File: config.mk
export PLATFORM = sky130hd
export DESIGN_NAME = audio_float_int_sample_convert
export DESIGN_NICKNAME = d
export VERILOG_FILES = /design/src/afisc_pkg.sv /design/src/afisc_pipe.sv /design/src/audio_float_int_sample_convert.sv
export SDC_FILE = /design/constraint.sdc
export NUM_CORES = 1
export LEC_CHECK = 0
export CORE_MARGIN = 3
export CORE_UTILIZATION = 50
export DETAILED_ROUTE_END_ITERATION = 6
export DONT_BUFFER_PORTS = 1
export SYNTH_ARGS = -nofsm -noshare
export SYNTH_HDL_FRONTEND = slang
export SYNTH_SLANG_ARGS = --single-unit
export TNS_END_PERCENT = 50
File: constraint.sdc
create_clock -name clock -period 10.6 [get_ports clock]
set_clock_uncertainty 0.05 [all_clocks]
set_input_delay 2.12 -clock clock [delete_from_list [all_inputs] [get_ports clock]]
set_output_delay 2.12 -clock clock [all_outputs]
set_load 0.05 [all_outputs]
File: src/afisc_pkg.sv
// ----------------------------------------------------------------------------
// afisc_pkg: shared types and constants for the audio sample converter
// Beat payloads, pipeline advance controls, register map and format limits.
// ----------------------------------------------------------------------------
`timescale 1ns / 1ps

package afisc_pkg;

   typedef struct packed {
      logic        mode;
      logic [31:0] sample_in;
      logic        last_in;
   } req_type;

   typedef struct packed {
      logic [31:0] sample_out;
      logic        last_out;
   } rsp_type;

   // Per-stage load enables; a stage loads whenever it is empty or drains.
   typedef struct packed {
      logic ld1;
      logic ld2;
      logic ld3;
   } adv_type;

   localparam logic MODE_F2I = 1'b0;
   localparam logic MODE_I2F = 1'b1;

   localparam logic REG_WIDTH_SEL = 1'b0;

   localparam logic [31:0] MAX32 = 32'h7FFF_FFFF;
   localparam logic [31:0] MAX16 = 32'h0000_7FFF;

   // Leading zero count of a 32-bit word (all zeros gives 0, caller checks).
   function automatic logic [4:0] lead_zeros(input logic [31:0] w);
      logic [4:0] n;
      n = 5'd0;
      for (int i = 0; i < 32; i++) begin
         if (w[i]) begin
            n = 5'(31 - i);
         end
      end
      return n;
   endfunction

endpackage

File: src/afisc_pipe.sv
// ----------------------------------------------------------------------------
// afisc_pipe: three-stage conversion datapath
// Stage 1 decodes and forms the exact scaled product, stage 2 normalizes or
// rounds to float precision, stage 3 rounds, clips and packs the result.
// ----------------------------------------------------------------------------
`timescale 1ns / 1ps

module afisc_pipe (
   input  logic               clock,
   input  afisc_pkg::adv_type adv,
   input  afisc_pkg::req_type req,
   input  logic               narrow,
   output afisc_pkg::rsp_type rsp
);

   // Stage 1 registers
   logic        s1_mode_ff, s1_narrow_ff, s1_last_ff, s1_sign_ff;
   logic        s1_nan_ff, s1_big_ff, s1_tiny_ff;
   logic [38:0] s1_prod_ff;
   logic [7:0]  s1_expo_ff;
   logic        s1_sign_in, s1_nan_in, s1_big_in, s1_tiny_in;
   logic [38:0] s1_prod_in;

   // Stage 2 registers
   logic        s2_mode_ff, s2_narrow_ff, s2_last_ff, s2_sign_ff;
   logic        s2_nan_ff, s2_big_ff, s2_tiny_ff, s2_zero_ff;
   logic [31:0] s2_mant_ff;
   logic [7:0]  s2_expo_ff;
   logic [6:0]  s2_shift_ff;
   logic [31:0] s2_mant_in;
   logic [7:0]  s2_expo_in;
   logic [6:0]  s2_shift_in;

   // Stage 3 (output) register
   afisc_pkg::rsp_type s3_rsp_ff, s3_rsp_in;

   // ---------------- stage 1 ----------------
   logic [31:0] ival, mag;
   logic [23:0] fman;
   logic [7:0]  fexp;

   always_comb begin
      ival = narrow ? {{16{req.sample_in[15]}}, req.sample_in[15:0]} : req.sample_in;
      fexp = req.sample_in[30:23];
      fman = {1'b1, req.sample_in[22:0]};
      s1_nan_in  = (fexp == 8'hFF) && (req.sample_in[22:0] != 23'd0);
      s1_big_in  = fexp >= 8'd127;
      s1_tiny_in = narrow ? (fexp < 8'd111) : (fexp < 8'd95);
      if (req.mode == afisc_pkg::MODE_I2F) begin
         s1_sign_in = ival[31];
         mag = ival[31] ? (~ival + 32'd1) : ival;
         // 16-bit scale 1/32767 in float32 is exactly 32769 * 2^-30.
         s1_prod_in = narrow ? ({mag[23:0], 15'd0} + {7'd0, mag}) : {7'd0, mag};
      end else begin
         s1_sign_in = req.sample_in[31];
         mag = 32'd0;
         s1_prod_in = narrow ? ({fman, 15'd0} - {15'd0, fman}) : {15'd0, fman};
      end
   end

   always_ff @(posedge clock) begin
      if (adv.ld1) begin
         s1_mode_ff   <= req.mode;
         s1_narrow_ff <= narrow;
         s1_last_ff   <= req.last_in;
         s1_sign_ff   <= s1_sign_in;
         s1_nan_ff    <= s1_nan_in;
         s1_big_ff    <= s1_big_in;
         s1_tiny_ff   <= s1_tiny_in;
         s1_prod_ff   <= s1_prod_in;
         s1_expo_ff   <= fexp;
      end
   end

   // ---------------- stage 2 ----------------
   logic [4:0]  lz;
   logic [8:0]  iexp;
   logic [23:0] kept;
   logic        g2, st2;
   logic [24:0] r1;
   logic [9:0]  sh10;

   always_comb begin
      lz   = afisc_pkg::lead_zeros(s1_prod_ff[31:0]);
      iexp = 9'd158 - (s1_narrow_ff ? 9'd30 : 9'd31) - {4'd0, lz};
      if (s1_prod_ff[38]) begin
         kept = s1_prod_ff[38:15];
         g2   = s1_prod_ff[14];
         st2  = |s1_prod_ff[13:0];
      end else begin
         kept = s1_prod_ff[37:14];
         g2   = s1_prod_ff[13];
         st2  = |s1_prod_ff[12:0];
      end
      r1 = {1'b0, kept} + {24'd0, g2 & (st2 | kept[0])};
      if (s1_narrow_ff) begin
         sh10 = (s1_prod_ff[38] ? 10'd135 : 10'd136) - {2'd0, s1_expo_ff};
      end else begin
         sh10 = 10'd119 - {2'd0, s1_expo_ff};
      end
      if (s1_mode_ff == afisc_pkg::MODE_I2F) begin
         s2_mant_in = s1_prod_ff[31:0] << lz;
         s2_expo_in = iexp[7:0];
      end else begin
         s2_mant_in = s1_narrow_ff ? {7'd0, r1} : {8'd0, s1_prod_ff[23:0]};
         s2_expo_in = s1_expo_ff;
      end
      s2_shift_in = sh10[6:0];
   end

   always_ff @(posedge clock) begin
      if (adv.ld2) begin
         s2_mode_ff   <= s1_mode_ff;
         s2_narrow_ff <= s1_narrow_ff;
         s2_last_ff   <= s1_last_ff;
         s2_sign_ff   <= s1_sign_ff;
         s2_nan_ff    <= s1_nan_ff;
         s2_big_ff    <= s1_big_ff;
         s2_tiny_ff   <= s1_tiny_ff;
         s2_zero_ff   <= s1_prod_ff[31:0] == 32'd0;
         s2_mant_ff   <= s2_mant_in;
         s2_expo_ff   <= s2_expo_in;
         s2_shift_ff  <= s2_shift_in;
      end
   end

   // ---------------- stage 3 ----------------
   logic [24:0] fm;
   logic [7:0]  fe;
   logic [31:0] fbits;
   logic [56:0] wide;
   logic [2:0]  lsh;
   logic [31:0] magq, val, sval;

   always_comb begin
      fm = {1'b0, s2_mant_ff[31:8]}
         + {24'd0, s2_mant_ff[7] & ((|s2_mant_ff[6:0]) | s2_mant_ff[8])};
      fe = fm[24] ? (s2_expo_ff + 8'd1) : s2_expo_ff;
      fbits = s2_zero_ff ? 32'd0
            : {s2_sign_ff, fe, (fm[24] ? 23'd0 : fm[22:0])};

      wide = {s2_mant_ff[24:0], 32'd0} >> s2_shift_ff;
      lsh  = 3'(~s2_shift_ff + 7'd1);
      if (s2_shift_ff[6]) begin
         magq = {7'd0, s2_mant_ff[24:0]} << lsh;
      end else begin
         magq = {7'd0, wide[56:32]}
              + {31'd0, wide[31] & ((|wide[30:0]) | wide[32])};
      end
      if (s2_nan_ff || (s2_tiny_ff && !s2_big_ff)) begin
         val = 32'd0;
      end else if (s2_big_ff) begin
         val = s2_narrow_ff ? afisc_pkg::MAX16 : afisc_pkg::MAX32;
      end else begin
         val = magq;
      end
      sval = s2_sign_ff ? (~val + 32'd1) : val;

      if (s2_mode_ff == afisc_pkg::MODE_I2F) begin
         s3_rsp_in.sample_out = fbits;
      end else begin
         s3_rsp_in.sample_out = s2_narrow_ff ? {16'd0, sval[15:0]} : sval;
      end
      s3_rsp_in.last_out = s2_last_ff;
   end

   always_ff @(posedge clock) begin
      if (adv.ld3) begin
         s3_rsp_ff <= s3_rsp_in;
      end
   end

   assign rsp = s3_rsp_ff;

endmodule

File: src/audio_float_int_sample_convert.sv
// ----------------------------------------------------------------------------
// audio_float_int_sample_convert: float32 <-> signed PCM sample converter
// Pipelined converter with an APB-style register for the PCM sample width.
// ----------------------------------------------------------------------------
// An accepted input beat reaches the result port through each pipeline register.
// Throughput: one beat per cycle; the three pipeline registers each hold one
// beat, and a stalled result only blocks the stages behind it once they fill.
// Reset: synchronous, active high; clears all stage valid bits and sets the
// sample width register to signed 32-bit.
`timescale 1ns / 1ps

module audio_float_int_sample_convert (
   input  logic               clock,
   input  logic               reset,
   input  logic               req_valid,
   output logic               req_stall,
   input  afisc_pkg::req_type req_payload,
   output logic               rsp_valid,
   input  logic               rsp_stall,
   output afisc_pkg::rsp_type rsp_payload,
   input  logic               csr_psel,
   input  logic               csr_penable,
   input  logic               csr_pwrite,
   input  logic [2:0]         csr_paddr,
   input  logic [31:0]        csr_pwdata,
   output logic [31:0]        csr_prdata,
   output logic               csr_pready
);

   // Sample width register: 0 selects 32-bit PCM, 1 selects 16-bit PCM.
   logic width_sel_ff, width_sel_in;

   // Valid bits travel alongside the three datapath stages.
   logic v1_ff, v2_ff, v3_ff;
   logic v1_in, v2_in, v3_in;
   logic rdy1, rdy2, rdy3;
   afisc_pkg::adv_type adv;

   assign csr_pready = 1'b1;

   // Register index is paddr[2]; the low byte-lane bits are not decoded.
   always_comb begin
      width_sel_in = width_sel_ff;
      if (csr_psel && csr_penable && csr_pwrite && (csr_paddr[2] == afisc_pkg::REG_WIDTH_SEL)) begin
         width_sel_in = csr_pwdata[0];
      end
      csr_prdata = (csr_paddr[2] == afisc_pkg::REG_WIDTH_SEL) ? {31'd0, width_sel_ff} : 32'd0;
   end

   // A stage may load when it is empty or when its contents move on in the
   // same cycle, so bubbles collapse and a stall loses no beat.
   always_comb begin
      rdy3 = !v3_ff || !rsp_stall;
      rdy2 = !v2_ff || rdy3;
      rdy1 = !v1_ff || rdy2;
      adv.ld1 = rdy1;
      adv.ld2 = rdy2;
      adv.ld3 = rdy3;
      v1_in = rdy1 ? req_valid : v1_ff;
      v2_in = rdy2 ? v1_ff : v2_ff;
      v3_in = rdy3 ? v2_ff : v3_ff;
   end

   always_ff @(posedge clock) begin
      if (reset) begin
         width_sel_ff <= 1'b0;
         v1_ff        <= 1'b0;
         v2_ff        <= 1'b0;
         v3_ff        <= 1'b0;
      end else begin
         width_sel_ff <= width_sel_in;
         v1_ff        <= v1_in;
         v2_ff        <= v2_in;
         v3_ff        <= v3_in;
      end
   end

   assign req_stall = !rdy1;
   assign rsp_valid = v3_ff;

   // The datapath: decode and exact scaling, normalize or first rounding,
   // then final rounding, clipping and packing into the output register.
   afisc_pipe u_pipe (
      .clock  (clock),
      .adv    (adv),
      .req    (req_payload),
      .narrow (width_sel_ff),
      .rsp    (rsp_payload)
   );

endmodule
# Word level (Yosys, flattened, before mapping)
# Index checks and enable logic that the tools add are counted.
[totals]
output_inout_bits = 68
elab_cells = 136
regBits = 146
[classes]
shift = 3
n_bitwise = 10
mux = 59
n_lt_le_gt_ge = 3
add_sub_neg = 13
eq_ne = 1
n_reduce_logical = 21
[ops]
columns = ["op", "count"]
rows = [
  ["$mux W32", 10],
  ["$mux W5", 32],
  ["$mux W39", 3],
  ["$add A32 B1 Y32 const B", 2],
  ["$not A32 Y32", 2],
  ["$shr A57 B7 Y57", 1],
  ["$add A24 B1 Y25", 2],
  ["$add A39 B32 Y39", 1],
  ["$sub A39 B24 Y39", 1],
  ["$logic_not A32 Y1", 1],
  ["$shl A25 B3 Y32", 1],
  ["$shl A32 B5 Y32", 1],
  ["$mux W31", 1],
  ["$reduce_or A31 Y1", 1],
  ["$add A25 B1 Y26", 1],
  ["$mux W25", 1],
  ["$mux W24", 1],
  ["$mux W23", 1],
  ["$reduce_bool A23 Y1", 1],
  ["$lt A8 B7 Y1 const B", 2],
  ["$mux W8", 2],
  ["$reduce_or A14 Y1", 1],
  ["$reduce_or A13 Y1", 1],
  ["$add A8 B1 Y8 const B", 1],
  ["18 further kinds", 39],
]

# Logic depth before layout (Yosys ltp)
# Gate-level depths: netlist of run 1.
[depth]
depth_word = 34
mapped_depth = 23

# By module
# From an unflattened synthesis of run 1, not the netlist that was laid out.
[hier_totals]
hier_cells = 1975
area_unflattened_um2 = 16922.5
[by_module_without_submodules]
columns = ["mod", "cells_each", "area_per_inst_um2", "seq_area_each_um2", "n_inst"]
rows = [
  ["afisc_pipe", 1922, 16502.1, 4264.1, 1],
  ["audio_float_int_sample_convert", 53, 420.4, 80.1, 1],
]

# Worst setup path before layout of run 1
# No wires, ideal clock.
[synth_path]
path_type = "input port to output port"
from = "input port rsp_stall"
to = "output port req_stall"
n_path_buf = 0
arrival_time_ns = 4.105
path_stages = 3
path_slack_ns = 4.325
path_cell_list = "and3_1 -> nand2_1 -> inv_1"
[synth_between]
elab_chain_len = 5
[synth_lines]
columns = ["element", "line", "source"]
rows = [
  ["start: declaration", "audio_float_int_sample_convert.sv:19", "input logic rsp_stall,"],
  ["$logic_not A1 Y1", "audio_float_int_sample_convert.sv:53", "rdy3 = !v3_ff || !rsp_stall;"],
  ["$logic_or A1 B1 Y1", "audio_float_int_sample_convert.sv:53", ""],
  ["$logic_or A1 B1 Y1", "audio_float_int_sample_convert.sv:54", "rdy2 = !v2_ff || rdy3;"],
  ["$logic_or A1 B1 Y1", "audio_float_int_sample_convert.sv:55", "rdy1 = !v1_ff || rdy2;"],
  ["$logic_not A1 Y1", "audio_float_int_sample_convert.sv:78", "assign req_stall = !rdy1;"],
  ["end: declaration", "audio_float_int_sample_convert.sv:16", "output logic req_stall,"],
]
# Every way passes these cells.

==> flow_summary.json, run 1 <==
{
  "cp.arrival_ps": 7270,
  "antenna_cells": 0,
  "top_layer": "met5",
  "wl_per_cell_um": 23.87,
  "cts_buffers": 17,
  "rsz0062_at_grt": "no",
  "area_growth_pct": 3.044,
  "yosysTopAreaCell": "edfxtp_1",
  "pwr_density_cell_mw_per_mm2": 155.2,
  "die_width_um": 192.5,
  "post-route-period-util": 0.6622,
  "layout_setup_ws_ps": 3581,
  "synth-warning-count": 0,
  "synthXorXnorAreaFrac": 0.07658,
  "cp_top_family": "simple AND/OR/NAND/NOR gates",
  "synth_compound_area_frac": 0.2191,
  "wl_met1_mm": 23.59,
  "cts_tree": "built",
  "synth_edf_count": 142,
  "grt_pass1_vias": 15190,
  "initial_utilization": 0.5133,
  "p_leak_nw": 6.778,
  "synth_common_cells": "nand2_1 (221), nor2_1 (176), mux2i_1 (155), edfxtp_1 (142), a21oi_1 (137)",
  "antenna_left": 0,
  "period_needed_ps": 7019,
  "dpl.cell_count": 2415,
  "hold_ws_ps": 370.0,
  "synth_ff_type": "edfxtp_1",
  "synth_most_common_cell": "nand2_1",
  "row_count": 67,
  "die_h_um": 192.5,
  "synth-simple-area-share": 0.2112,
  "dieArea_mm2": 0.03704,
  "path_max_fanout": 58,
  "drcViolationCount": 0,
  "first_pass_iters": 7,
  "synth-seq-area-share": 0.2499,
  "synth_top_family_by_area": "compound AO/OA/AOI/OAI gates",
  "syn_area_mm2": 0.01738,
  "crit_type": "reg -> reg",
  "crit_slowest_cell": "edfxtp_1",
  "cp_slowest_stage_delay_ps": 860,
  "cts_root_buf": "clkbuf_16",
  "setup-violations-final": 0,
  "antenna_found_initial": 1,
  "clockBufferDepth": 2,
  "clk_pin_slew_ps": 70,
  "start_kind": "flop",
  "slew_viol_final": 0,
  "wl_met2_mm": 28.34,
  "synthTopCellsByArea": "edfxtp_1 (25%), mux2i_1 (8.9%), nand2_1 (4.8%)",
  "synth_top_area_share": 0.2453,
  "core_mm2": 0.03387,
  "peakVddDrop_mv": 0.1365,
  "hp-class": "reg -> reg",
  "critPathRequiredTime_ps": 10860,
  "clock.fmax_mhz": 142.5,
  "cp_cell_sequence": "buf_4 -> mux4_2 -> nor4_1 -> a211o_1 -> ha_1 -> nand2_1 -> or2_2 -> o211ai_1 -> nand4_1 -> nor4_1 -> xor2_1 -> o21ai_0 -> nand3_1 -> or4_4 -> or4_1 -> nand3_1",
  "avgViaCountPerCell": 6.676,
  "vias": 16340,
  "setup_tns_ps": 0,
  "synth_fa_ha_area_frac": 0.03167,
  "cts_resized": 0,
  "cap_violations": 0,
  "post-dp-hpwl_mm": 44.35,
  "cts_hold_buffers": 0,
  "gp_congestion": 0.9793,
  "nNetsFinal": 2104,
  "avgSynthCellArea_um2": 8.251,
  "pre_cts_ws_ps": 3627,
  "grt_pass1_wl_mm": 89.20,
  "track_usage": 0.3115,
  "cts_sinks": 146,
  "clock_latency_ps": 450,
  "power_mw": 2.780,
  "io_pins": 144,
  "relSlewSlack": 0.2452,
  "synth.area.mux_share": 0.1447,
  "htreeDepth": 4,
  "drt_iter0_markers": 1895,
  "crit_buf_inv": 1,
  "synth_cell_types": 108,
  "synth-seq-cells": 146,
  "worst_slew_pin_slew_ps": 1132,
  "drive_gt1_frac": 0.08304,
  "finalWirelength_mm": 58.42,
  "cts_setup_buffers": 0,
  "grt_max_degree": 66,
  "grt_overflow": 0,
  "status": "finished, final reports clean",
  "hold_viol_final": 0,
  "synthCells": 2107,
  "synth_async_sr_flop_share": 0,
  "final_cells": 2447,
  "io_buffer_count": 0,
  "wl_met3_mm": 3.375,
  "critPathCaptureType": "flop"
}
[layer usage]
| layer | vias up | track usage |
|---|---|---|
| met3 | 176 | 0.04559 |
| met1 | 7837 | 0.3863 |
| met5 | - | 0 |
| li1 | 7596 | - |
| met2 | 725 | 0.5292 |
| met4 | 2 | 0.1544 |
[kinds of logic after synthesis]
logic type                 count (synthesis)
muxes                                    212
DFF                                      146
adders and majority gates                 43
xor gates and xnor gates                 152
and+or+nand+nor                          738
other                                      2
buffers and inverters                    249
AOI/OAI and AO/OA                        565
[area by class of cell]
| type | count | area [um^2] |
|---|---|---|
| repair buffers | 25 | 187.7 |
| multi-input cells | 1742 | 12060 |
| clock buffers | 18 | 429.2 |
| well taps | 448 | 560.5 |
| clock inverters | 14 | 132.6 |
| fillers | 3258 | 15950 |
| inverters | 54 | 202.7 |
| flip-flops and latches | 146 | 4345 |
[stage by stage]
step	util	area, um^2
after floorplan	-	17500
after global placement	0.5123	17350
after detailed placement	0.5123	17350
after CTS	0.5289	17910
after global routing	0.5289	17910
final	0.5289	17910
[flip-flops by register name, indices dropped and copies added, names as in the netlist, 7 cells and up]
name / cells
u_pipe.rsp: 33
u_pipe.s2_shift_ff: 7
u_pipe.s2_expo_ff: 8
u_pipe.s1_expo_ff: 8
u_pipe.s1_prod_ff: 39
u_pipe.s2_mant_ff: 32
[worst paths after layout]
check	slack (ps)	depth (start not counted)	from	end
worst max-delay path	3580	16	u_pipe.s2_shift_ff[0]$_DFFE_PP_	u_pipe.rsp[30]$_DFFE_PP_
worst min-delay path	370	0	u_pipe.s1_big_ff$_DFFE_PN_	u_pipe.s2_big_ff$_DFFE_PP_
worst max register to register	3580	16	u_pipe.s2_shift_ff[0]$_DFFE_PP_	u_pipe.rsp[30]$_DFFE_PP_
worst min register to register	370	0	u_pipe.s1_big_ff$_DFFE_PN_	u_pipe.s2_big_ff$_DFFE_PP_
[where the power goes]
group          total, mW  switching, mW  internal, mW  leakage [nW]
clock network      0.576          0.266         0.311         0.272
logic               1.16          0.706         0.454          4.92
registers           1.04          0.300         0.745          1.59
total               2.78           1.27          1.51          6.78
[cell usage in the layout, fill, tap and decap left out, types with 16 or more instances in the layout]
cell | netlist | routed
and2_1 | 16 | 16
o211ai_1 | 23 | 23
or2_2 | 17 | 17
nor4_1 | 21 | 21
nand3_1 | 60 | 60
clkbuf_16 | 0 | 17
a21o_1 | 23 | 23
a21oi_1 | 137 | 137
mux4_2 | 26 | 26
mux2_2 | 29 | 29
edfxtp_1 | 142 | 142
nand4_1 | 30 | 30
a31oi_1 | 25 | 24
nand2b_1 | 22 | 22
nor2_1 | 176 | 176
ha_1 | 40 | 40
mux2i_1 | 155 | 155
nor2b_1 | 26 | 26
nor3_1 | 53 | 53
xnor2_1 | 93 | 92
and3_1 | 27 | 27
inv_1 | 47 | 46
o31ai_1 | 17 | 16
nand2_1 | 221 | 220
a211oi_1 | 28 | 28
buf_4 | 36 | 25
xor2_1 | 59 | 59
o21ai_0 | 99 | 99
o22ai_1 | 42 | 42
conb_1 | 2 | 32
Power figures use the tool's default switching activity.
==> run 2: changes to the inputs <==
- clock period: 10.6 -> 6.5 ns (I/O delays scaled with it)
==> run 2 against run 1 <==
Sequential share of layout area down 0.52 points. Sequential cell count unchanged. Register-to-register slack worse by 3000 ps. Worst setup slack worse by 3000 ps. Critical endpoint is now u_pipe.rsp[29]$_DFFE_PP_. Final cell count up 1.7%. First-iteration DRC count down 4.6%. Worst hold slack better by 1.1 ps. Clock power up 73%. Global-route usage up 0.83 points. Critical path depth up 2.
==> flow_summary.json, run 2 (synthesized netlist as in run 1, its figures left out) <==
{
  "p_leak_nw": 7.008,
  "cts_hold_buffers": 0,
  "largest_register_ffs": 39,
  "row_count": 67,
  "drt_iter0_markers": 1807,
  "critPathCaptureType": "flop",
  "antenna_found_initial": 0,
  "setup_tns_ps": 0,
  "io_pins": 144,
  "clockBufferDepth": 2,
  "rsz0062_at_grt": "no",
  "post-route-period-util": 0.9121,
  "dpl.cell_count": 2457,
  "grt_overflow": 0,
  "core_mm2": 0.03387,
  "slew_viol_final": 0,
  "drive_gt1_frac": 0.1019,
  "hold_viol_final": 0,
  "cts_sinks": 146,
  "cp_top_family": "compound AO/OA/AOI/OAI gates",
  "crit_slowest_cell": "mux4_2",
  "crit_buf_inv": 2,
  "finalWirelength_mm": 60.00,
  "cts_resized": 0,
  "area_growth_pct": 5.283,
  "grt_pass1_wl_mm": 91.51,
  "cts_root_buf": "clkbuf_16",
  "drcViolationCount": 0,
  "nFillCells": 3205,
  "antenna_cells": 0,
  "gp_congestion": 0.9613,
  "track_usage": 0.3198,
  "path_max_fanout": 45,
  "die_width_um": 192.5,
  "antenna_left": 0,
  "cap_violations": 0,
  "htreeDepth": 4,
  "layout_commonest_cell": "nand2_1",
  "pre_cts_ws_ps": 658.0,
  "dieArea_mm2": 0.03704,
  "pwr_density_cell_mw_per_mm2": 255.5,
  "period_needed_ps": 5929,
  "clk_pin_slew_ps": 60,
  "status": "finished, final reports clean",
  "cp.arrival_ps": 6070,
  "io_buffer_count": 0,
  "layout_common_cells": "nand2_1 (220), nor2_1 (176), mux2i_1 (155), edfxtp_1 (142), a21oi_1 (137)",
  "clock.fmax_mhz": 168.7,
  "wl_per_cell_um": 24.11,
  "clock_latency_ps": 450,
  "cts_setup_buffers": 0,
  "setup-violations-final": 0,
  "post-dp-hpwl_mm": 45.89,
  "avgViaCountPerCell": 6.648,
  "crit_type": "reg -> reg",
  "worst_slew_pin_slew_ps": 1216,
  "first_pass_iters": 6,
  "critPathRequiredTime_ps": 6640,
  "cts_tree": "built",
  "grt_pass1_vias": 15500,
  "start_kind": "flop",
  "peakVddDrop_mv": 0.2542,
  "grt_max_degree": 56,
  "nNetsFinal": 2146,
  "layout_setup_ws_ps": 571.0,
  "cp_slowest_stage_delay_ps": 530,
  "cts_buffers": 17,
  "initial_utilization": 0.5133,
  "relSlewSlack": 0.1893,
  "final_cells": 2489,
  "die_h_um": 192.5,
  "cp_cell_sequence": "buf_12 -> mux2i_1 -> mux4_2 -> nor4_1 -> a211o_1 -> ha_1 -> nand2_1 -> or2_2 -> o211ai_1 -> nand4_1 -> buf_4 -> nor4_1 -> xor2_1 -> a21oi_1 -> o311ai_0 -> o21ai_0 -> a22o_1 -> a211o_1",
  "top_register": "u_pipe.s1_prod_ff",
  "hp-class": "reg -> reg",
  "vias": 16550
}
-- run 2: cell count changes in the layout (fill, tap and decap cells not counted) --
cell	before	now
inv_8	5	3
clkinv_4	2	1
bufinv_16	0	2
buf_12	0	3
clkinvlp_4	2	3
buf_4	25	64
-- run 2: area by class of cell --
| type | instances | area, um^2 | area share |
|---|---|---|---|
| multi-input combinational | 1742 | 12060 | 0.6587 |
| timing repair buffer | 67 | 540.5 | 0.02953 |
| clock inverter | 14 | 168.9 | 0.009229 |
| tap | 448 | 560.5 | 0.03063 |
| clock buffer | 18 | 429.2 | 0.02345 |
| inverter | 54 | 202.7 | 0.01107 |
| sequential | 146 | 4345 | 0.2374 |
-- run 2: worst paths after layout --
kind	start	end	slack, ps	depth (start not counted)
setup / recovery	u_pipe.s2_shift_ff[1]$_DFFE_PP_	u_pipe.rsp[29]$_DFFE_PP_	570	18
hold / removal	u_pipe.s2_last_ff$_DFFE_PP_	u_pipe.rsp[0]$_DFFE_PP_	370	0
setup reg to reg	u_pipe.s2_shift_ff[1]$_DFFE_PP_	u_pipe.rsp[29]$_DFFE_PP_	570	18
hold reg to reg	u_pipe.s2_last_ff$_DFFE_PP_	u_pipe.rsp[0]$_DFFE_PP_	370	0
-- run 2: power by group --
group / internal (mW) / total, mW / switching, mW
sequential: 1.21 / 1.61 / 0.394
clock: 0.578 / 0.999 / 0.421
combinational: 0.791 / 2.07 / 1.28
total: 2.58 / 4.68 / 2.09
-- run 2: metal layers --
| layer | global-route usage | part of all wire |
|---|---|---|
| met1 | 0.4051 | 0.40 |
| met2 | 0.5462 | 0.49 |
| met3 | 0.04705 | 0.071 |
| met4 | 0.1317 | 0.041 |
| met5 | 0 | 0 |
-- run 2: through the flow --
| step | total power, mW | util | hold slack, ps | area [um^2] |
|---|---|---|---|---|
| floorplan | 3.022 | - | 350.3 | 17500 |
| global placement | 3.621 | 0.5228 | 352.7 | 17700 |
| detailed placement | 3.633 | 0.5228 | 355.4 | 17700 |
| CTS | 4.640 | 0.5404 | 370.5 | 18300 |
| global route | 4.903 | 0.5404 | 382.7 | 18300 |
| finish | 4.677 | 0.5404 | 371.2 | 18300 |
-- run 2: worst reg2reg max path: stages, from the launching register on --
cell      delay, ps
edfxtp_1        410
buf_12          220
mux2i_1         200
mux4_2          530
nor4_1          470
a211o_1         260
ha_1            210
nand2_1         110
or2_2           330
o211ai_1        260
nand4_1         430
buf_4           300
nor4_1          270
xor2_1          260
a21oi_1         320
o311ai_0        390
o21ai_0         140
a22o_1          280
a211o_1         240
==> run 3: changes to the inputs <==
- CORE_MARGIN: 3 -> 4
==> run 3 against run 2 <==
Final cell count about the same. Die area grew 2.1%. Non-clock buffer count fell by 8. Register-to-register slack worse by 260 ps. Clock power is 2.0% lower. Maximum frequency is 4.2% lower. Utilization is 1.2 points lower.
==> flow_summary.json, run 3 (synthesized netlist as in run 1, its figures left out) <==
{
  "internal-power_mw": 2.539,
  "relSlewSlack": 0.1596,
  "critPathCaptureType": "flop",
  "core_mm2": 0.03446,
  "io_buffer_count": 0,
  "final_cell_area_mm2": 0.01822,
  "cap_violations": 0,
  "worst_slew_pin_slew_ps": 1261,
  "area_growth_pct": 4.808,
  "grt_pass1_vias": 15450,
  "critPathRequiredTime_ps": 6650,
  "layout_commonest_cell": "nand2_1",
  "post-route-period-util": 0.9523,
  "grt_overflow": 0,
  "path_max_fanout": 20,
  "clock.fmax_mhz": 161.5,
  "die_width_um": 194.5,
  "sw_frac_of_total": 0.4520,
  "drive_gt1_frac": 0.09838,
  "nNetsFinal": 2138,
  "largest_register_ffs": 39,
  "start_kind": "flop",
  "setup_tns_ps": 0,
  "cp.arrival_ps": 6340,
  "pre_cts_ws_ps": 401.1,
  "hp-class": "reg -> reg",
  "avgViaCountPerCell": 6.666,
  "slew_viol_final": 0,
  "power.share.clock": 0.211,
  "first_pass_iters": 7,
  "gp_congestion": 0.9563,
  "post-dp-hpwl_mm": 46.38,
  "top_register": "u_pipe.s1_prod_ff",
  "drcViolationCount": 0,
  "dpl.cell_count": 2454,
  "multi_input_area_mm2": 0.01206,
  "initial_utilization": 0.5045,
  "cts_setup_buffers": 0,
  "row_count": 68,
  "crit_type": "reg -> reg",
  "peakVddDrop_mv": 0.2195,
  "grt_max_degree": 58,
  "place_area_mm2": 0.01763,
  "io_pins": 144,
  "antenna_cells": 0,
  "p_comb_frac": 0.441,
  "p_sw_mw": 2.095,
  "die_h_um": 194.5,
  "hold_ws_ps": 369.5,
  "cts_buffers": 17,
  "clk_pin_slew_ps": 70,
  "wl_per_cell_um": 24.16,
  "cts_resized": 0,
  "grt_pass1_wl_mm": 92.02,
  "post-route-util": 0.5288,
  "period_needed_ps": 6190,
  "setup-violations-final": 0,
  "regArea_mm2": 0.004345,
  "htreeDepth": 4,
  "clockBufferDepth": 2,
  "cts_hold_buffers": 0,
  "drt_iter0_markers": 1801,
  "finalWirelength_mm": 60.10,
  "antenna_left": 0,
  "layout_setup_ws_ps": 309.9,
  "clock_latency_ps": 450,
  "pwr_density_cell_mw_per_mm2": 254.3,
  "vias": 16590,
  "nFillCells": 3296,
  "power_mw": 4.634,
  "antenna_found_initial": 0,
  "rsz0062_at_grt": "no",
  "final_cells": 2488,
  "layout_common_cells": "nand2_1 (220), nor2_1 (176), mux2i_1 (155), edfxtp_1 (142), a21oi_1 (137)",
  "p_leak_nw": 6.963,
  "status": "finished, final reports clean",
  "dieArea_mm2": 0.03781,
  "hold_viol_final": 0,
  "cts_sinks": 146,
  "track_usage": 0.3056,
  "cts_root_buf": "clkbuf_16",
  "power_frac_seq": 0.347,
  "cts_tree": "built"
}
[run 3: cell count changes in the layout (fill, tap and decap cells not counted)]
cell	previous run	this run
buf_4	64	56
clkinvlp_4	3	1
buf_12	3	2
bufinv_16	2	1
clkbuf_1	1	0
clkbuf_2	0	1
clkinv_1	6	7
clkinv_4	1	2
inv_6	5	6
inv_8	3	4
[run 3: metal layers]
layer | wire, um | global-route usage | vias up
li1 | - | - | 7689
met1 | 23850 | 0.3873 | 7935
met2 | 29440 | 0.5249 | 817
met3 | 4035 | 0.03952 | 144
met4 | 2774 | 0.1310 | 0
met5 | 0 | 0 | -
[run 3: path summary, 6_finish.rpt]
| path | endpoint | from | slack [ps] | depth (start not counted) |
|---|---|---|---|---|
| max | u_pipe.rsp[29]$_DFFE_PP_ | u_pipe.s2_shift_ff[3]$_DFFE_PP_ | 310 | 16 |
| min | u_pipe.s2_nan_ff$_DFFE_PP_ | u_pipe.s1_nan_ff$_DFFE_PN_ | 370 | 0 |
| max reg2reg | u_pipe.rsp[29]$_DFFE_PP_ | u_pipe.s2_shift_ff[3]$_DFFE_PP_ | 310 | 16 |
| min reg2reg | u_pipe.s2_nan_ff$_DFFE_PP_ | u_pipe.s1_nan_ff$_DFFE_PN_ | 370 | 0 |
[run 3: critical path, cell delays in order, from the launching register on]
cell and delay [ps]:
edfxtp_1 840, inv_1 270, mux4_2 400, nor4_1 390
a211o_1 260, ha_1 220, nand2_1 90, or2_2 290
o211ai_1 510, nand4_1 190, xnor2_1 180, o21ai_0 410
nand4_1 230, or3b_2 630, nor4_4 550, a21oi_1 140
a211o_1 290
[run 3: power groups by stage]
stage / sequential (mW) / clock, mW / combinational [mW]
finish: 1.61 / 0.979 / 2.04
global route: 1.63 / 1.04 / 2.19
CTS: 1.60 / 0.998 / 2.00
detailed placement: 1.62 / 0 / 1.99
global placement: 1.62 / 0 / 1.98
floorplan: 1.47 / 0 / 1.55
[run 3: layout make-up]
cell class	count	area share
clock buffer	17	0.02335
inverter	54	0.01112
tap	455	0.03125
sequential	146	0.2385
timing repair buffer	59	0.02555
multi-input combinational	1742	0.6617
clock inverter	15	0.008584
